[config.mk]
export PLATFORM = sky130hd
export DESIGN_NAME = sd_spi_init_sequencer_top
export DESIGN_NICKNAME = d
export VERILOG_FILES = /design/src/hw/rtl/sdi_pkg.sv /design/src/hw/rtl/sd_spi_init_sequencer_top.sv /design/src/hw/rtl/sdi_step.sv
export SDC_FILE = /design/constraint.sdc
export NUM_CORES = 1
export LEC_CHECK = 0
export BUFFER_PORTS_ARGS = -buffer_cell sky130_fd_sc_hd__buf_4
export CORE_ASPECT_RATIO = 1.5
export CORE_MARGIN = 4
export CORE_UTILIZATION = 55
export DETAILED_ROUTE_END_ITERATION = 16
export GPL_TIMING_DRIVEN = 0
export PLACE_DENSITY = 0.74
export SETUP_SLACK_MARGIN = 0.5
export SLEW_MARGIN = 20
export SYNTH_ARGS = -nofsm -noshare
export SYNTH_HDL_FRONTEND = slang
export SYNTH_SLANG_ARGS = --single-unit
[constraint.sdc]
create_clock -name clk_i -period 4.2 [get_ports clk_i]
set_input_delay 0 -clock clk_i [delete_from_list [all_inputs] [get_ports clk_i]]
set_output_delay 0 -clock clk_i [all_outputs]
set_load 0.03 [all_outputs]
[src/hw/rtl/sdi_pkg.sv]
package sdi_pkg;

  // sequence phases
  typedef enum logic [3:0] {
    PH_IDLE = 4'd0,
    PH_WAKE = 4'd1,
    PH_P0   = 4'd2,
    PH_F0   = 4'd3,
    PH_P8   = 4'd4,
    PH_F8   = 4'd5,
    PH_R7   = 4'd6,
    PH_P55  = 4'd7,
    PH_F55  = 4'd8,
    PH_P41  = 4'd9,
    PH_F41  = 4'd10,
    PH_P58  = 4'd11,
    PH_F58  = 4'd12,
    PH_OCR  = 4'd13,
    PH_DONE = 4'd14
  } phase_e;

  // operation codes
  localparam logic OpStart    = 1'b0;
  localparam logic OpExchange = 1'b1;

  localparam logic [5:0] WakeBytes  = 6'd10;
  localparam logic [5:0] FrameBytes = 6'd10;

  localparam logic [3:0]  FrameTriesReset = 4'd5;
  localparam logic [7:0]  IdleByte        = 8'hFF;
  localparam logic [7:0]  R1Idle          = 8'h01;
  localparam logic [7:0]  CheckPattern    = 8'hAA;
  localparam logic [31:0] ArgCmd8         = 32'h0000_01AA;
  localparam logic [31:0] ArgAcmd41       = 32'h4000_0000;

  localparam logic [5:0] Cmd0  = 6'd0;
  localparam logic [5:0] Cmd8  = 6'd8;
  localparam logic [5:0] Cmd55 = 6'd55;
  localparam logic [5:0] Cmd41 = 6'd41;
  localparam logic [5:0] Cmd58 = 6'd58;

  typedef struct packed {
    logic       operation;
    logic [7:0] rx_byte;
  } in_item_t;

  typedef struct packed {
    logic [7:0] tx_byte;
    logic       tx_valid;
    logic       select_active;
    logic       finished;
    logic       card_found;
  } out_item_t;

  typedef struct packed {
    phase_e     phase;
    logic [4:0] byte_index;
    logic [3:0] try_count;
    logic [6:0] crc_acc;
    logic       reply_seen;
    logic [7:0] reply_value;
    logic       found_flag;
  } seq_state_t;

  // write into the long reply buffer
  typedef struct packed {
    logic       we;
    logic [1:0] idx;
    logic [7:0] data;
  } lr_write_t;

  // crc7 (x^7 + x^3 + 1) over one byte, msb first
  function automatic logic [6:0] crc7_byte(logic [6:0] c, logic [7:0] b);
    logic [6:0] r;
    logic       fb;
    r = c;
    for (int i = 7; i >= 0; i--) begin
      fb = r[6] ^ b[i];
      r = {r[5:0], 1'b0};
      if (fb) begin
        r = r ^ 7'h09;
      end
    end
    return r;
  endfunction

endpackage

[src/hw/rtl/sd_spi_init_sequencer_top.sv]
// sd card spi-mode power-up sequencer
//
// input channel (in_valid_i / in_stall_o / in_data_i): one item per event,
//   operation start begins the sequence, operation exchange reports one
//   finished spi byte with the byte the card sent back
// output channel (out_valid_o / out_stall_i / out_data_o): one item per
//   input item with the next byte to shift out, chip select and status
// config channel (cfg_valid_i / cfg_ready_o / cfg_data_i): frame_tries,
//   always ready, write it only while no item is in flight
//
// from acceptance to the result item an item passes an input register,
// then the whole state update and crc7 step into the result register.
// one item per cycle is sustained while the receiver does not stall; the
// state update and the byte-wide crc7 lie between those two registers.
// a stalled result holds; the input register still takes an item while
// the result waits, and in_stall_o rises only when both are full.
// reset: phase idle, frame_tries 5, both registers empty.
module sd_spi_init_sequencer_top import sdi_pkg::*; (
  input  logic       clk_i,
  input  logic       rst_ni,
  input  logic       in_valid_i,
  output logic       in_stall_o,
  input  in_item_t   in_data_i,
  output logic       out_valid_o,
  input  logic       out_stall_i,
  output out_item_t  out_data_o,
  input  logic       cfg_valid_i,
  output logic       cfg_ready_o,
  input  logic [3:0] cfg_data_i
);

  // input register
  logic       in_valid_q;
  in_item_t   in_item_q;
  // sequence state
  seq_state_t st_q, st_d;
  logic [3:0] frame_tries_q;
  logic [7:0] long_reply_q [4];
  lr_write_t  lr_wr;
  // result register
  logic       out_valid_q;
  out_item_t  out_item_q, out_item_d;

  logic out_free;
  logic fire;

  // result register can take a new item this cycle
  assign out_free   = !out_valid_q || !out_stall_i;
  assign fire       = in_valid_q && out_free;
  assign in_stall_o = in_valid_q && !out_free;
  assign cfg_ready_o = 1'b1;

  sdi_step u_step (
    .st_i          (st_q),
    .item_i        (in_item_q),
    .frame_tries_i (frame_tries_q),
    .lr0_i         (long_reply_q[0]),
    .lr2_i         (long_reply_q[2]),
    .st_o          (st_d),
    .lr_o          (lr_wr),
    .out_o         (out_item_d)
  );

  // control registers
  always_ff @(posedge clk_i or negedge rst_ni) begin
    if (!rst_ni) begin
      in_valid_q    <= 1'b0;
      out_valid_q   <= 1'b0;
      frame_tries_q <= FrameTriesReset;
      st_q          <= '{phase: PH_IDLE, byte_index: '0, try_count: '0, crc_acc: '0,
                         reply_seen: 1'b0, reply_value: IdleByte, found_flag: 1'b0};
    end else begin
      if (!in_stall_o) begin
        in_valid_q <= in_valid_i;
      end
      if (fire) begin
        out_valid_q <= 1'b1;
        st_q        <= st_d;
      end else if (!out_stall_i) begin
        out_valid_q <= 1'b0;
      end
      if (cfg_valid_i) begin
        frame_tries_q <= cfg_data_i;
      end
    end
  end

  // payload registers, no reset needed
  always_ff @(posedge clk_i) begin
    if (in_valid_i && !in_stall_o) begin
      in_item_q <= in_data_i;
    end
    if (fire) begin
      out_item_q <= out_item_d;
    end
    // r7 / ocr bytes, each written before it is read
    if (fire && lr_wr.we) begin
      long_reply_q[lr_wr.idx] <= lr_wr.data;
    end
  end

  assign out_valid_o = out_valid_q;
  assign out_data_o  = out_item_q;

endmodule

[src/hw/rtl/sdi_step.sv]
module sdi_step import sdi_pkg::*; (
  input  seq_state_t st_i,
  input  in_item_t   item_i,
  input  logic [3:0] frame_tries_i,
  input  logic [7:0] lr0_i,
  input  logic [7:0] lr2_i,
  output seq_state_t st_o,
  output lr_write_t  lr_o,
  output out_item_t  out_o
);

  seq_state_t nx;
  seq_state_t fin;
  logic       seen_n;
  logic [7:0] value_n;
  logic [3:0] try_n;
  logic       running;
  logic       in_frame;
  logic [5:0] cmd;
  logic [31:0] arg;
  logic [7:0] tx;

  always_comb begin
    nx     = st_i;
    lr_o   = '{we: 1'b0, idx: st_i.byte_index[1:0], data: item_i.rx_byte};
    seen_n  = st_i.reply_seen;
    value_n = st_i.reply_value;
    try_n   = st_i.try_count + 4'd1;

    if (item_i.operation == OpStart) begin
      nx.phase       = PH_WAKE;
      nx.byte_index  = '0;
      nx.try_count   = '0;
      nx.crc_acc     = '0;
      nx.reply_seen  = 1'b0;
      nx.reply_value = IdleByte;
      nx.found_flag  = 1'b0;
    end else begin
      case (st_i.phase)
        PH_WAKE: begin
          if ({1'b0, st_i.byte_index} + 6'd1 < WakeBytes) begin
            nx.byte_index = st_i.byte_index + 5'd1;
          end else begin
            nx.phase      = PH_P0;
            nx.byte_index = '0;
            nx.try_count  = '0;
          end
        end
        PH_P0, PH_P8, PH_P55, PH_P41, PH_P58: begin
          if (item_i.rx_byte == IdleByte) begin
            nx.phase       = phase_e'(st_i.phase + 4'd1);
            nx.byte_index  = '0;
            nx.crc_acc     = '0;
            nx.reply_seen  = 1'b0;
            nx.reply_value = IdleByte;
          end
        end
        PH_F0, PH_F8, PH_F55, PH_F41, PH_F58: begin
          // r1 is the first byte from position 6 on with bit 7 clear
          if (st_i.byte_index >= 5'd6 && !st_i.reply_seen && !item_i.rx_byte[7]) begin
            seen_n  = 1'b1;
            value_n = item_i.rx_byte;
          end
          nx.reply_seen  = seen_n;
          nx.reply_value = value_n;
          if ({1'b0, st_i.byte_index} + 6'd1 < FrameBytes) begin
            nx.byte_index = st_i.byte_index + 5'd1;
          end else if (!seen_n) begin
            nx.try_count = try_n;
            if (try_n < frame_tries_i) begin
              nx.byte_index  = '0;
              nx.crc_acc     = '0;
              nx.reply_seen  = 1'b0;
              nx.reply_value = IdleByte;
            end else begin
              nx.phase      = PH_DONE;
              nx.byte_index = '0;
              nx.found_flag = 1'b0;
            end
          end else if (value_n != R1Idle) begin
            nx.phase      = PH_DONE;
            nx.byte_index = '0;
            nx.found_flag = 1'b0;
          end else begin
            nx.byte_index = '0;
            case (st_i.phase)
              PH_F0: begin
                nx.phase     = PH_P8;
                nx.try_count = '0;
              end
              PH_F8: begin
                nx.phase = PH_R7;
              end
              PH_F55: begin
                nx.phase     = PH_P41;
                nx.try_count = '0;
              end
              PH_F41: begin
                nx.phase     = PH_P58;
                nx.try_count = '0;
              end
              default: begin
                nx.phase = PH_OCR;
              end
            endcase
          end
        end
        PH_R7, PH_OCR: begin
          lr_o.we = 1'b1;
          if (st_i.byte_index < 5'd3) begin
            nx.byte_index = st_i.byte_index + 5'd1;
          end else if (st_i.phase == PH_R7) begin
            nx.byte_index = '0;
            if (lr2_i[0] && item_i.rx_byte == CheckPattern) begin
              nx.phase     = PH_P55;
              nx.try_count = '0;
            end else begin
              nx.phase      = PH_DONE;
              nx.found_flag = 1'b0;
            end
          end else begin
            nx.phase      = PH_DONE;
            nx.byte_index = '0;
            nx.found_flag = (lr0_i[7:6] == 2'b11);
          end
        end
        default: begin
        end
      endcase
    end
  end

  // byte to send from the updated state; crc takes in header bytes
  always_comb begin
    fin      = nx;
    running  = (nx.phase >= PH_WAKE) && (nx.phase <= PH_OCR);
    in_frame = (nx.phase == PH_F0) || (nx.phase == PH_F8) || (nx.phase == PH_F55) ||
               (nx.phase == PH_F41) || (nx.phase == PH_F58);
    case (nx.phase)
      PH_F8:   cmd = Cmd8;
      PH_F55:  cmd = Cmd55;
      PH_F41:  cmd = Cmd41;
      PH_F58:  cmd = Cmd58;
      default: cmd = Cmd0;
    endcase
    case (nx.phase)
      PH_F8:   arg = ArgCmd8;
      PH_F41:  arg = ArgAcmd41;
      default: arg = '0;
    endcase
    tx = IdleByte;
    if (running && in_frame) begin
      case (nx.byte_index)
        5'd0:    tx = {2'b01, cmd};
        5'd1:    tx = arg[31:24];
        5'd2:    tx = arg[23:16];
        5'd3:    tx = arg[15:8];
        5'd4:    tx = arg[7:0];
        5'd5:    tx = {nx.crc_acc, 1'b1};
        default: tx = IdleByte;
      endcase
      if (nx.byte_index <= 5'd4) begin
        fin.crc_acc = crc7_byte(nx.crc_acc, tx);
      end
    end
    st_o = fin;
    out_o.tx_byte       = tx;
    out_o.tx_valid      = running;
    out_o.select_active = running;
    out_o.finished      = (nx.phase == PH_DONE);
    out_o.card_found    = (nx.phase == PH_DONE) && nx.found_flag;
  end

endmodule

After elaboration in Yosys (flattened, before gate mapping)
Memory sizes are Yosys's and may differ from the RTL's.
Index checks and enable logic that the tools add are counted.
{"block": "classes", "n_eq_ne": 39, "n_reduce_logical": 28, "mux": 74, "bitwise": 16, "order_cmp": 7, "addsub": 4}
{"cell": "two-way mux 7 bit", "n": 16}
{"cell": "two-way mux 4 bit", "n": 19}
{"cell": "one-hot mux 31 bit (2 select lines)", "n": 1}
{"cell": "two-way mux 16 bit", "n": 3}
{"cell": "one-hot mux 8 bit (6 select lines)", "n": 1}
{"cell": "== test 4 bit (second input constant)", "n": 10}
{"cell": "one-hot mux 9 bit (4 select lines)", "n": 1}
{"cell": "two-way mux 8 bit", "n": 4}
{"cell": "one-hot mux 16 bit (2 select lines)", "n": 1}
{"cell": "two-way mux 30 bit", "n": 1}
{"cell": "two-way mux 9 bit", "n": 3}
{"cell": "one-hot mux 6 bit (4 select lines)", "n": 1}
{"cell": "two-way mux 21 bit", "n": 1}
{"cell": "== test 4 x 3 -> 1 bit (second input constant)", "n": 5}
{"cell": "== test 8 bit (second input constant)", "n": 2}
{"cell": "inverter 2 bit", "n": 8}
{"cell": "one-hot mux 4 bit (4 select lines)", "n": 1}
{"cell": "two-way mux 1 bit", "n": 15}
{"cell": "two-way mux 5 bit", "n": 3}
{"cell": "two-way mux 13 bit", "n": 1}
{"cell": "== test 4 x 2 -> 1 bit (second input constant)", "n": 3}
{"cell": "one-hot mux 4 bit (3 select lines)", "n": 1}
{"cell": "== test 5 x 2 -> 1 bit (second input constant)", "n": 2}
{"cell": "== test 5 x 3 -> 1 bit (second input constant)", "n": 2}
{"cell": "other kinds (31)", "n": 63}
{"block": "totals", "output_inout_bits": 15, "ram_bits": 32, "register_bits": 56, "n_memories": 1, "in_bits": 18}
{"name": "long_reply_q", "depth": 4, "width": 8, "read_ports": 2, "rd_clocked_by_memory_dff": 0, "write_ports": 1, "line": "sd_spi_init_sequencer_top.sv:38", "text": "logic [7:0] long_reply_q [4];"}

Longest topological paths before layout
{"block": "logic_depth", "ltp_word": 51, "depth_mapped": 16, "depth_no_buf": 14}

Cells and area by module
From an unflattened synthesis, not the netlist that was laid out.
{"block": "hier_totals", "cells_unflattened": 492, "area_unflattened_um2": 5097.4}
{"mod": "sdi_step", "cells_per_inst": 370, "n_inst": 1, "seq_area_each_um2": 0.0, "area_each_um2": 2567.5}
{"mod": "sd_spi_init_sequencer_top", "cells_per_inst": 122, "n_inst": 1, "seq_area_each_um2": 2024.4, "area_each_um2": 2529.9}

Worst setup path after synthesis
Ideal clock, no wire load.
{"block": "synth_timing", "path_kind": "register -> register", "from": "register st_q[17] in the netlist's numbering", "to": "register st_q[15] in the netlist's numbering", "arrival_ns": 3.753, "period_less_slack_ns": 3.875, "n_path_buf": 0, "slack_ns": 0.325, "stages_incl_launch_ff": 15, "t_required_ns": 4.078, "cell_sequence": "dfrtp_1 ha_1 xor2_1 ha_1 or3_1 o22a_1 or3_4 o2111a_1 o221a_4 nor3_2 a31oi_2 nand2b_1 mux2_4 or3_1 a32o_1"}
{"block": "synth_between", "elab_chain_len": 29}
{"item": "start: declaration", "line": "sd_spi_init_sequencer_top.sv:36", "text": "seq_state_t st_q, st_d;"}
{"item": "start signal: assignment", "line": "sd_spi_init_sequencer_top.sv:70", "text": "st_q <= '{phase: PH_IDLE, byte_index: '0, try_count: '0, crc_acc: '0,"}
{"item": "start signal: assignment", "line": "sd_spi_init_sequencer_top.sv:78", "text": "st_q <= st_d;"}
{"item": "adder 4 x 1 -> 4 bit *", "line": "sdi_step.sv:28", "text": "try_n = st_i.try_count + 4'd1;"}
{"item": "less-than comparator 4 bit *", "line": "sdi_step.sv:70", "text": "if (try_n < frame_tries_i) begin"}
{"item": "two-way mux 4 bit / two-way mux 16 bit (equally long branches)", "line": "sdi_step.sv:70"}
{"item": "two-way mux 13 bit / two-way mux 16 bit (equally long branches)", "line": "sdi_step.sv:68", "text": "end else if (!seen_n) begin"}
{"item": "two-way mux 4 bit / two-way mux 21 bit (equally long branches)", "line": "sdi_step.sv:66", "text": "if ({1'b0, st_i.byte_index} + 6'd1 < FrameBytes) begin"}
{"item": "one-hot mux 9 bit (4 select lines) / one-hot mux 16 bit (2 select lines) (equally long branches)", "line": "sdi_step.sv:39", "text": "case (st_i.phase)"}
{"item": "two-way mux 30 bit *", "line": "sdi_step.sv:30", "text": "if (item_i.operation == OpStart) begin"}
{"item": "== test 4 bit (tied with other cells)", "line": "sdi_step.sv:138, sdi_step.sv:139, sdi_step.sv:146"}
{"item": "(+13 left out)"}
{"item": "bitwise XOR 1 bit / inverter 2 bit (equally long branches)"}
{"item": "two-way mux 4 bit", "line": "sdi_pkg.sv:80", "text": "if (fb) begin"}
{"item": "two-way mux 7 bit", "line": "sdi_step.sv:162", "text": "if (nx.byte_index <= 5'd4) begin"}
{"item": "two-way mux 7 bit", "line": "sdi_step.sv:152", "text": "if (running && in_frame) begin"}
{"item": "two-way mux 7 bit", "line": "sdi_step.sv:162"}
{"item": "two-way mux 7 bit", "line": "sdi_step.sv:152"}
{"item": "two-way mux 7 bit", "line": "sdi_step.sv:162"}
{"item": "two-way mux 7 bit *", "line": "sdi_step.sv:152"}
Mark *: on every way between the ends. The rest lies on a longest branch, timed or not. The select of a mux whose other input is x is not followed.
A chain may end at the register's enable or synchronous reset.

Worst setup path in the final report
Ends and elaborated chain as after synthesis.

==> Flow_metrics.wiki <==
{| class="wikitable"
! Metric !! Value
|-
| Area of the mapped netlist || 0.00440 mm^2
|-
| First-pass GRT wire length || 19,900 um
|-
| Synthesized netlist cell count || 443
|-
| Multi-input logic area || 0.00285 mm^2
|-
| Most frequently used cell type in the post-synthesis netlist || nand2_1
|-
| Final standard cell count with taps included and fillers excluded || 629
|-
| Mapped Avg Cell Area || 9.94 um^2
|-
| Mux share of post-synthesis cell area || 4.43%
|-
| Drc violations || 0
|-
| Worst vdd rail ir drop || 403 uV
|-
| Critical Path AT || 4230 ps
|-
| Starting density of the core || 57.1%
|-
| Hold violation total from the final report || 0
|-
| Max_slew headroom || 40.4%
|-
| Final wirelength || 12,900 um
|-
| Max stage delay cell, worst path || dfrtp_2
|-
| Critical path startpoint category || register
|-
| Iter 0 DRT Violations || 348
|-
| Post-DRT Antenna Nets || 0
|-
| Min Tclk post-route || 4010 ps
|-
| Post-route fraction of the period consumed by the critical path || 95.6%
|-
| Area taken by flip-flops and latches || 0.00161 mm^2
|-
| Peak fanout along the critical path || 5
|-
| Power density cells || 520 mW/mm^2
|-
| CTS tree || yes
|-
| Area share of xor/xnor cells in the synthesized design || 2.42%
|-
| Chip height || 118 um
|-
| Master cell of the clock root buffer || clkbuf_16
|-
| Most area-hungry cell type in the Yosys netlist || edfxtp_1
|-
| # diodes || 0
|-
| Number of buffers on the longest clock path || 2
|-
| Family of cells with the greatest summed delay on the critical path || compound AO/OA/AOI/OAI gates
|-
| Number of global-route vias before repair || 4,121
|-
| Summed negative setup slack over all endpoints || 0 ps
|-
| Clock sink total || 59
|-
| Via Count || 4,051
|-
| Share of synthesized area occupied by flip-flops and latches || 36.4%
|-
| Leading post-synthesis cells by instance count || 40 x nand2_1, 29 x o21ai_0, 28 x a21oi_1, 28 x nor2_1, 26 x dfrtp_1
|-
| Critical Path RT || 4420 ps
|-
| Count of buffers inserted at the top-level ports || 31
|-
| Largest stage delay on the critical path || 440 ps
|-
| RSZ-0062 raised after global routing || true
|-
| Post-Route Skew || 3.48 ps
|-
| Simple-Gate Fraction of Synth Area || 17.6%
|-
| Core box area || 0.00771 mm^2
|-
| Top post-synthesis cells by area || edfxtp_1 16%, dfrtp_1 15%, dfstp_2 6.0%, nand2_1 3.4%, o21ai_0 3.3%
|-
| Fraction of layout instances using a drive strength above 1 || 31.9%
|-
| R2r worst-path depth || 14
|-
| Transition time at the pin with the least slew margin || 893 ps
|-
| Global-route usage over all layers || 26.9%
|-
| Fill cells || 590
|-
| Count of different cell masters after synthesis || 99
|-
| Maximum number of pins on one net before global-route repair || 37
|-
| Final weighted congestion of routability-driven global placement || 0.919
|-
| Share of flip-flops with an asynchronous set or reset after synthesis || 61.0%
|-
| Post-synth EDFFs || 23
|-
| Result of the run || finished clean
|-
| Final max-slew violation count || 0
|-
| Top achievable clock speed || 249 MHz
|-
| Worst Path Class, Setup || reg2reg
|-
| Cell Rows || 39
|-
| Synth Net Count || 472
|-
| Half-perimeter wire length after placement || 8610 um
|-
| Count of max-cap constraint violations || 0
|-
| Clock latency of the later-clocked register in the worst-skew pair || 330 ps
|-
| Tightest Hold Check Type || in2async
|-
| Warnings from Yosys || 0
|-
| Type of destination of the critical path || register
|-
| Post-placement cell count || 576
|-
| Largest family of logic cells by synthesized area || compound AO/OA/AOI/OAI gates
|-
| Final #Nets || 551
|-
| Series of cell instances along the critical path || ha_4 > xor2_2 > ha_2 > or3_1 > o22a_1 > or3_4 > a31oi_4 > o32ai_4 > a2111oi_4 > a2111oi_4 > a311oi_2 > a21oi_2 > or3_1 > a32o_1
|-
| Signed area change from the synthesized netlist to the final layout || 27.6%
|-
| CTS H-Tree Depth || 3
|-
| Number of buffers and inverters on the critical path || 0
|-
| Synthesized flop and latch total || 59
|-
| Grt total ovfl || 0
|-
| Top-level I/O count || 33
|-
| Drt wl/cell || 20.5 um
|-
| Number of setup violations in the final report || 0
|-
| DRT Pass-1 Iters || 5
|-
| Horizontal die dimension || 81.1 um
|-
| Clock Pin Slew Worst Setup and Hold Paths || 50 ps
|-
| Via-to-Cell Ratio || 6.44
|-
| Die ar. || 0.00953 mm^2
|-
| Leakage || 2.12 nW
|-
| Share of the synthesized area in the top cell type || 15.7%
|-
| Antenna violations before repair || 0
|-
| Synthesized-area fraction occupied by ao, oa, aoi and oai cells || 31.3%
|-
| Number of clock buffers inserted by TritonCTS || 9
|-
| Flip-flop cell with the highest count after synthesis || dfrtp_1
|-
| Number of cells on the critical path || 14
|-
| Adder and majority cell fraction of the synthesized area || 3.13%
|}
==> stage by stage <==
step | utilization (%) | setup WS, ps | hold WS [ps] | area [um^2] | power, mW
after floorplan | - | 494 | -296 | 4420 | 1.77
after global placement | 62.0 | 129 | -2.61 | 4780 | 2.02
after detailed placement | 62.0 | 102 | 4.72 | 4780 | 2.05
after CTS | 69.9 | 250 | 198 | 5390 | 2.80
after global routing | 72.9 | 59.0 | 235 | 5620 | 3.06
final | 72.9 | 186 | 185 | 5620 | 2.92
==> cell type report <==
cell class | instances | share of cell area (%)
inverters | 18 | 1.20
flip-flops and latches | 59 | 28.7
multi-input cells | 345 | 50.7
plain buffers | 21 | 2.49
well taps | 102 | 2.27
clock inverters | 5 | 0.378
clock buffers | 11 | 4.14
repair buffers | 68 | 10.2
==> state kept, by name (all words and copies together), names as in the netlist <==
| register | flops |
|---|---|
| out_valid_o | 1 |
| long_reply_q | 3 |
| out_data_o | 11 |
| in_item_q | 9 |
| frame_tries_q | 4 |
| in_valid_q | 1 |
| st_q | 30 |
==> layout by cell type (no fill, tap or decap), drive strengths merged, types with 14 or more instances in the layout <==
cell / Yosys / routed
inv: 18 / 18
nor2: 31 / 31
o21ai: 32 / 32
nand2: 41 / 41
a21oi: 29 / 29
edfxtp: 23 / 23
dfrtp: 26 / 26
clkbuf: 6 / 17
mux2i: 14 / 14
dlygate4sd3: 0 / 18
nand3: 17 / 17
buf: 15 / 65
==> worst paths after layout <==
kind,from,to,slack (ps)
setup / recovery,st_q[17],st_q[15],190
hold reg to reg,in_valid_q,out_valid_o,500
hold / removal,rst_ni,st_q[25],190
max in group asynchronous,rst_ni,st_q[26],3650
setup reg to reg,st_q[17],st_q[15],190
min in group clk_i,in_data_i[6],in_item_q[6],380
==> metal layers <==
metal  GRT usage [%]  share of wire [%]
met4            18.7                4.9
met5               0                  0
met2            46.4                 54
met1            28.3                 37
met3            4.98                4.1
==> cells by family after synthesis <==
group | Yosys count
AOI/OAI and AO/OA | 162
xor gates and xnor gates | 8
adders and majority gates | 11
buffers and inverters | 39
DFF | 59
muxes | 16
other | 1
and+or+nand+nor | 147
==> report_power, final <==
| group | internal (mW) | switching, mW | leakage (nW) | total (mW) |
|---|---|---|---|---|
| Combinational | 0.617 | 0.847 | 1.35 | 1.46 |
| Clock | 0.390 | 0.250 | 0.126 | 0.640 |
| Sequential | 0.717 | 0.0986 | 0.644 | 0.816 |
| Total | 1.72 | 1.20 | 2.12 | 2.92 |
==> repair_timing <==
action | CTS | global route
endpoints found under the setup margin | 10 | 15
resized for setup | 21 | 35
gates cloned | 0 | 0
hold buffers | 18 | 0
pin swaps | 11 | 11
buffers inserted | 10 | 9
hold endpoints to repair | 51 | 0
Power figures use the tool's default switching activity.
